### config.mk
export PLATFORM = sky130hd
export DESIGN_NAME = tts_cell
export DESIGN_NICKNAME = d
export VERILOG_FILES = /design/src/rtl/tts_pkg.sv /design/src/rtl/tts_cell.sv
export SDC_FILE = /design/constraint.sdc
export NUM_CORES = 1
export LEC_CHECK = 0
export BUFFER_PORTS_ARGS = -buffer_cell sky130_fd_sc_hd__buf_4
export CORE_MARGIN = 2
export CORE_UTILIZATION = 53
export DETAILED_ROUTE_END_ITERATION = 10
export PLACE_DENSITY = 0.81
export RECOVER_POWER = 25
export SYNTH_ARGS = -nofsm -noshare
export SYNTH_HDL_FRONTEND = slang
export SYNTH_SLANG_ARGS = --single-unit
### constraint.sdc
create_clock -name clk -period 3.7 [get_ports clk]
set_input_delay 0.37 -clock clk [delete_from_list [all_inputs] [get_ports clk]]
set_output_delay 0.37 -clock clk [all_outputs]
set_load 0.05 [all_outputs]
### src/rtl/tts_pkg.sv
package tts_pkg;

    localparam int SLOTS  = 16;
    localparam int PRIO_W = 8;
    localparam int IDX_W  = (SLOTS > 1) ? $clog2(SLOTS) : 1;
    localparam int CNT_W  = $clog2(SLOTS + 1);
    localparam int GEN_W  = 16;

    localparam logic [2:0] REQ_TICK     = 3'd0;
    localparam logic [2:0] REQ_CREATE   = 3'd1;
    localparam logic [2:0] REQ_DELETE   = 3'd2;
    localparam logic [2:0] REQ_DELALL   = 3'd3;
    localparam logic [2:0] REQ_DISPATCH = 3'd4;
    localparam logic [2:0] REQ_FINISH   = 3'd5;

    localparam logic [1:0] ST_DONE   = 2'd0;
    localparam logic [1:0] ST_REJECT = 2'd1;
    localparam logic [1:0] ST_BUSY   = 2'd2;

    typedef struct packed {
        logic [2:0]  req_type;
        logic [31:0] interval;
        logic [31:0] start_delay;
        logic        use_interval_delay;
        logic [7:0]  priority_req;
        logic        periodic;
        logic [31:0] handle;
        logic        delay_wanted;
        logic [31:0] delay_ticks;
    } in_word_t;

    typedef struct packed {
        logic [1:0]  status;
        logic [31:0] task_handle;
        logic [31:0] now_tick;
    } out_word_t;

    typedef struct packed {
        logic              fire;
        logic [2:0]        op;
        logic [IDX_W-1:0]  sel;
        logic [31:0]       tick;
        logic [31:0]       period;
        logic [31:0]       release_tick;
        logic [PRIO_W-1:0] prio;
        logic              reload;
        logic [31:0]       handle;
        logic              delay_wanted;
        logic [31:0]       order;
    } cmd_t;

    typedef struct packed {
        logic              free_found;
        logic [IDX_W-1:0]  free_idx;
        logic [GEN_W-1:0]  free_gen;
        logic              best_found;
        logic [IDX_W-1:0]  best_idx;
        logic [PRIO_W-1:0] best_prio;
        logic [31:0]       best_order;
        logic [GEN_W-1:0]  best_gen;
    } scan_t;

    typedef struct packed {
        logic used;
        logic running;
        logic hit;
    } slot_stat_t;

    typedef enum logic [2:0] {
        S_IDLE  = 3'b001,
        S_SCAN  = 3'b010,
        S_APPLY = 3'b100
    } state_t;

endpackage

### src/rtl/tts_cell.sv
module tts_cell (
    input  logic                    clk,
    input  logic                    rst_n,
    input  logic [tts_pkg::IDX_W-1:0] idx,
    input  tts_pkg::cmd_t           cmd,
    input  tts_pkg::scan_t          scan_in,
    output tts_pkg::scan_t          scan_out,
    output tts_pkg::slot_stat_t     stat
);

    logic                       used_reg, used_next;
    logic                       running_reg, running_next;
    logic                       reload_reg, reload_next;
    logic                       dp_reg, dp_next;
    logic [31:0]                period_reg, period_next;
    logic [31:0]                release_reg, release_next;
    logic [31:0]                order_reg, order_next;
    logic [tts_pkg::GEN_W-1:0]  gen_reg, gen_next;
    logic [tts_pkg::PRIO_W-1:0] prio_reg, prio_next;
    tts_pkg::scan_t             scan_reg, scan_next;

    logic [31:0]               diff;
    logic                      due;
    logic [tts_pkg::GEN_W-1:0] gen_inc;
    logic                      sel_hit;
    logic                      match;
    logic                      do_clear;

    assign diff    = cmd.tick - release_reg;
    assign due     = !diff[31];
    assign sel_hit = (cmd.sel == idx);
    assign match   = used_reg && (gen_reg == cmd.handle[31:16])
                     && (cmd.handle[15:0] == (16'(idx) + 16'd1));

    always_comb
    begin
        gen_inc = gen_reg + 1'b1;
        if (gen_inc == '0)
        begin
            gen_inc = tts_pkg::GEN_W'(1);
        end
    end

    always_comb
    begin
        scan_next = scan_in;
        if (!scan_in.free_found && !used_reg)
        begin
            scan_next.free_found = 1'b1;
            scan_next.free_idx   = idx;
            scan_next.free_gen   = gen_inc;
        end
        if (used_reg && !running_reg && due &&
            (!scan_in.best_found || prio_reg < scan_in.best_prio ||
             (prio_reg == scan_in.best_prio && order_reg < scan_in.best_order)))
        begin
            scan_next.best_found = 1'b1;
            scan_next.best_idx   = idx;
            scan_next.best_prio  = prio_reg;
            scan_next.best_order = order_reg;
            scan_next.best_gen   = gen_reg;
        end
    end

    always_comb
    begin
        used_next    = used_reg;
        running_next = running_reg;
        reload_next  = reload_reg;
        dp_next      = dp_reg;
        period_next  = period_reg;
        release_next = release_reg;
        order_next   = order_reg;
        gen_next     = gen_reg;
        prio_next    = prio_reg;
        do_clear     = 1'b0;
        if (cmd.fire)
        begin
            unique case (cmd.op)
                tts_pkg::REQ_CREATE:
                begin
                    if (sel_hit)
                    begin
                        used_next    = 1'b1;
                        running_next = 1'b0;
                        dp_next      = 1'b0;
                        gen_next     = gen_inc;
                        order_next   = cmd.order;
                        period_next  = cmd.period;
                        release_next = cmd.release_tick;
                        prio_next    = cmd.prio;
                        reload_next  = cmd.reload;
                    end
                end
                tts_pkg::REQ_DELETE, tts_pkg::REQ_DELALL:
                begin
                    if ((cmd.op == tts_pkg::REQ_DELETE) ? match : used_reg)
                    begin
                        if (running_reg)
                        begin
                            dp_next     = 1'b1;
                            reload_next = 1'b0;
                        end
                        else
                        begin
                            do_clear = 1'b1;
                        end
                    end
                end
                tts_pkg::REQ_DISPATCH:
                begin
                    if (sel_hit)
                    begin
                        running_next = 1'b1;
                    end
                end
                tts_pkg::REQ_FINISH:
                begin
                    if (sel_hit)
                    begin
                        running_next = 1'b0;
                        if (dp_reg || !reload_reg)
                        begin
                            do_clear = 1'b1;
                        end
                        else if (period_reg != 32'd0)
                        begin
                            release_next = cmd.tick + period_reg;
                        end
                        else if (cmd.delay_wanted)
                        begin
                            release_next = cmd.release_tick;
                        end
                        else
                        begin
                            do_clear = 1'b1;
                        end
                    end
                end
                default:
                begin
                end
            endcase
        end
        if (do_clear)
        begin
            used_next    = 1'b0;
            running_next = 1'b0;
            reload_next  = 1'b1;
            dp_next      = 1'b0;
            period_next  = '0;
            release_next = '0;
            order_next   = '0;
            prio_next    = '1;
        end
    end

    always_ff @(posedge clk or negedge rst_n)
    begin
        if (!rst_n)
        begin
            used_reg    <= 1'b0;
            running_reg <= 1'b0;
            reload_reg  <= 1'b1;
            dp_reg      <= 1'b0;
            period_reg  <= '0;
            release_reg <= '0;
            order_reg   <= '0;
            gen_reg     <= '0;
            prio_reg    <= '1;
            scan_reg    <= '0;
        end
        else
        begin
            used_reg    <= used_next;
            running_reg <= running_next;
            reload_reg  <= reload_next;
            dp_reg      <= dp_next;
            period_reg  <= period_next;
            release_reg <= release_next;
            order_reg   <= order_next;
            gen_reg     <= gen_next;
            prio_reg    <= prio_next;
            scan_reg    <= scan_next;
        end
    end

    assign scan_out     = scan_reg;
    assign stat.used    = used_reg;
    assign stat.running = running_reg;
    assign stat.hit     = match;

endmodule

## Word level (Yosys, flattened, before mapping)

Cells that the tools add are included.

- Equality and inequality tests: 17
- Add/subtract/negate cells: 4
- Multiplexer cells: 51
- Reduce and logical (&&, ||, !) cells: 31
- $lt $le $gt $ge: 2

Operator list:

| kind | number |
|---|---|
| $mux W32 | 15 |
| $pmux W32 S2 | 1 |
| $mux W61 | 1 |
| $add A32 B32 Y32 | 1 |
| $lt A32 B32 Y1 | 1 |
| $mux W8 | 4 |
| $reduce_bool A32 Y1 | 1 |
| $sub A32 B32 Y32 | 1 |
| $mux W1 | 24 |
| $mux W21 | 1 |
| $ne A3 B3 Y1 const B | 6 |
| $add A16 B1 Y16 const B | 1 |
| $eq A16 B16 Y1 | 1 |
| $eq A16 B5 Y1 | 1 |
| $logic_not A16 Y1 | 1 |
| $mux W16 | 1 |
| $reduce_bool A3 Y1 | 3 |
| $eq A8 B8 Y1 | 1 |
| $lt A8 B8 Y1 | 1 |
| $pmux W1 S2 | 4 |
| $logic_and A1 B1 Y1 | 7 |
| $eq A3 B2 Y1 const B | 2 |
| $eq A3 B3 Y1 const B | 2 |
| $logic_not A1 Y1 | 6 |
| 12 further kinds | 18 |

- Input port bits: 266
- Word-level logic and storage cells: 122
- Register bits after elaboration: 206

## Logic depth before layout (Yosys ltp)

- Word-level depth: 9
- Mapped depth: 12
- Depth with buffers taken out: 11

## Worst setup path after synthesis

Ideal clock, no wire load.

- Path kind: reg-to-reg
- Start: reg period_reg[0]
- End: reg release_reg[28]
- Cell stages (with the launch flop): 12
- Setup slack: 1.052 ns
- Arrival time: 2.525 ns
- Setup time: 0.123 ns
- Data required time: 3.577 ns
- Period minus slack after synthesis: 2.648 ns
- Cells stage by stage: dfrtp_1 ha_1 fa_1 a21oi_1 o21ai_1 a21oi_2 nor3_1 o311a_1 o21ai_1 o41ai_1 o21a_1 o221a_2

- Longest elaborated chain between the ends: 8

RTL lines:

| element | RTL line | RTL |
|---|---|---|
| start, declared | tts_cell.sv:15 | `logic [31:0] period_reg, period_next;` |
| start signal, assigned | tts_cell.sv:179 | `period_reg <= period_next;` |
| branches (longest 8 deep; another with $add A32 B32 Y32) | -- |  |
| end signal, assigned | tts_cell.sv:180 | `release_reg <= release_next;` |
| end, declared | tts_cell.sv:16 | `logic [31:0] release_reg, release_next;` |

Several ways; the timed one is not identified. The select of a mux whose other input is x is not followed.
A chain may end at the register's enable or synchronous reset.

==> qor.csv <==
stage;metric;value;unit
place;dp_hpwl;30100;µm
final_layout;nNetsFinal;2045;
synthesis;synth_fp_nets;1730;
place;placed_area;15400;µm²
synthesis;synth_top_area_frac;0.391;
sta;finalHoldViolCount;0;
sta;maxSlewHeadroom;-0.578;
cts;ctsLongestPathBuffers;3;
synthesis;syn-mean-instance-area;9.26;µm²
global_route;grt_pass1_vias;11563;
die;die_w;158;µm
place;portBuffers;350;
run;drv_cap;2;
die;fp.dieArea;25000;µm²
routing;firstDrtPassIters;5;
cts;post_cts_resized;0;
outcome;outcome;finished, violations left;
global_route;grt_max_degree;91;
synthesis;synthFlopType;dfrtp_1;
sta;rsz0062_at_grt;no;
place;gp_congestion;0.891;
final_layout;final_common_cell;buf_4;
routing;wl_per_cell;20.1;µm
synthesis;synth-edff-count;0;
power_and_ir_drop;p_leak;8.02;nW
setup_path;worst_setup_path_start_kind;register;
cts;cts_tree;done;
global_route;grt_use_total;0.318;
cts;clock_latency;0.54;ns
routing;finalWirelength;40400;µm
global_route;overflow;0;
setup_path;worst-path-max-fanout;60;
cts;htreeDepth;1;
final_layout;final_area;16100;µm²
final_layout;final_util;0.688;
setup_path;cp-end-kind;register;
setup_path;critical_path_class;reg -> reg;
routing;drt-vias-per-instance;5.73;
global_route;grt_pass1_wl;61600;µm
die;initial_utilization;0.539;
sta;layout_min_cycle_time;3.09;ns
sta;tightest_slew;2.37;ns
routing;drc;0;
global_route;antenna_found_initial;2;
cts;root_buffer;clkbuf_16;
final_layout;largest_register_ffs;82;
cts;cts_buffers;24;
synthesis;synthTopCellsByArea;dfrtp_1, ha_1, nand2_1;
cts;post_cts_buffers;0;
final_layout;area_delta_synth_final;27.8;%
routing;dr.first_iter.drc_count;837;
sta;postLayoutSetupSlackWorst;0.608;ns
synthesis;synthArstFlopShare;1.00;
synthesis;yosysTopAreaCell;dfrtp_1;
synthesis;ys_seq_area_frac;0.410;
routing;vias;11540;
cts;path_clk_slew;0.06;ns
routing;antenna_left;0;
die;core_region_area;23400;µm²
power_and_ir_drop;power_density;501;nW/µm²
die;io_pins;351;
sta;setup_viol;0;
final_layout;finalNonFillerCells;2014;
power_and_ir_drop;vdd_drop_max;0.000314;V
sta;finalCritPeriodShare;0.836;
setup_path;required;4.11;ns
setup_path;cp.arrival;3.50;ns
synthesis;synth_cell_types;75;
place;pre_cts_ws;0.541;ns
synthesis;synth-seq-cells;206;
final_layout;final_cell_mix;buf_4, nand2_1, dfrtp_1;
sta;tns;0;ns
die;die_h;158;µm
place;dp.cells;1968;
die;num_rows;56;
sta;clock_skew;0.0162;ns
synthesis;synth_cells;1361;
synthesis;ys.warnings.count;0;
min_path;min_path_type;in -> reg;
outcome;violations;max-capacitance violations, max-slew violations;
sta;fmax;323;MHz
sta;maxSlewViolCount;125;
final_layout;drive_gt1_frac;0.283;
cts;cts.sinks;206;
synthesis;syn_area;12600;µm²
-- synthesized netlist by cell type, types with 9 or more instances --
cell type / instances
nand3_1: 46
xnor2_1: 54
dfstp_2: 9
a21oi_1: 77
nor4_1: 14
buf_2: 28
nand4_1: 28
o21ai_0: 64
dfrtp_1: 197
ha_1: 102
xor2_1: 25
a311oi_1: 14
o211ai_1: 11
nand2_1: 220
clkbuf_1: 31
nor2b_1: 10
nor3_1: 17
mux2_2: 45
a31oi_1: 13
a21o_1: 31
buf_6: 12
inv_1: 84
mux2_4: 16
nor2_1: 98
-- path summary, 6_finish.rpt --
kind / from / end / slack, ns / cells after the start
worst min register to register: prio_reg[0] / prio_reg[0] / 0.52 / 2
worst min-delay path: cmd[121] / period_reg[15] / 0.03 / 3
worst max-delay path: release_reg[5] / scan_out[39] / 0.61 / 11
min in group asynchronous: rst_n / scan_out[33] / 1.08 / 2
worst max register to register: release_reg[5] / scan_out[39] / 0.61 / 11
max in group asynchronous: rst_n / scan_out[62] / 1.08 / 3
-- critical path, cell delays in order, from the launching register on --
cell and delay (ns):
dfrtp_1 0.34, inv_1 0.05, ha_1 0.27, a21o_1 0.18
a221oi_1 0.32, o21ai_0 0.21, a21oi_1 0.26, o211ai_1 0.16
mux2i_1 0.20, a21oi_4 0.17, buf_12 0.31, mux2_2 0.40
-- stage by stage --
stage | hold WS, ns | total power [W]
floorplan | 0.0744 | 0.00481
finish | 0.0285 | 0.00807
global route | 0.0263 | 0.00848
CTS | 0.0153 | 0.00810
global placement | 0.485 | 0.00570
detailed placement | 0.492 | 0.00579
-- metal layers --
metal | GRT usage | vias up | wire length [µm]
met3 | 0.0605 | 136 | 3030
met4 | 0.132 | 4 | 1920
met2 | 0.557 | 503 | 19900
met5 | 0 | - | 29
met1 | 0.384 | 5529 | 15500
li1 | - | 5368 | -
-- report_power, final --
group | total [W] | switching [W] | internal (W)
clock network | 0.00229 | 0.000952 | 0.00134
registers | 0.00294 | 0.000258 | 0.00268
logic | 0.00283 | 0.00167 | 0.00116
-- area by class of cell --
class                      instances  area (µm²)
antenna                            1        2.50
clock buffer                      41         734
clock inverter                     3        26.3
fill                            1815        7300
inverter                          84         315
multi-input combinational        995        6720
sequential                       206        5170
tap                              319         399
timing repair buffer             365        2740
-- what timing repair did --
action | 4_1_cts | 5_1_grt
setup endpoints to repair | 0 | 0
hold buffers | 1 | 0
endpoints found under the hold margin | 82 | 0
-- cells by family (layout without fill, tap and decap cells) --
family	Yosys count	count (layout)	synth area share
AO/OA/AOI/OAI	270	270	0.138
XOR/XNOR	79	79	0.0549
adder cells (fa/ha/maj)	103	103	0.103
buffers and inverters	160	493	0.0585
flip-flops	206	206	0.410
multiplexers	69	69	0.0659
other	0	1	0
AND/OR/NAND/NOR	474	474	0.170
No activity file was read; power rests on OpenSTA's default activity.
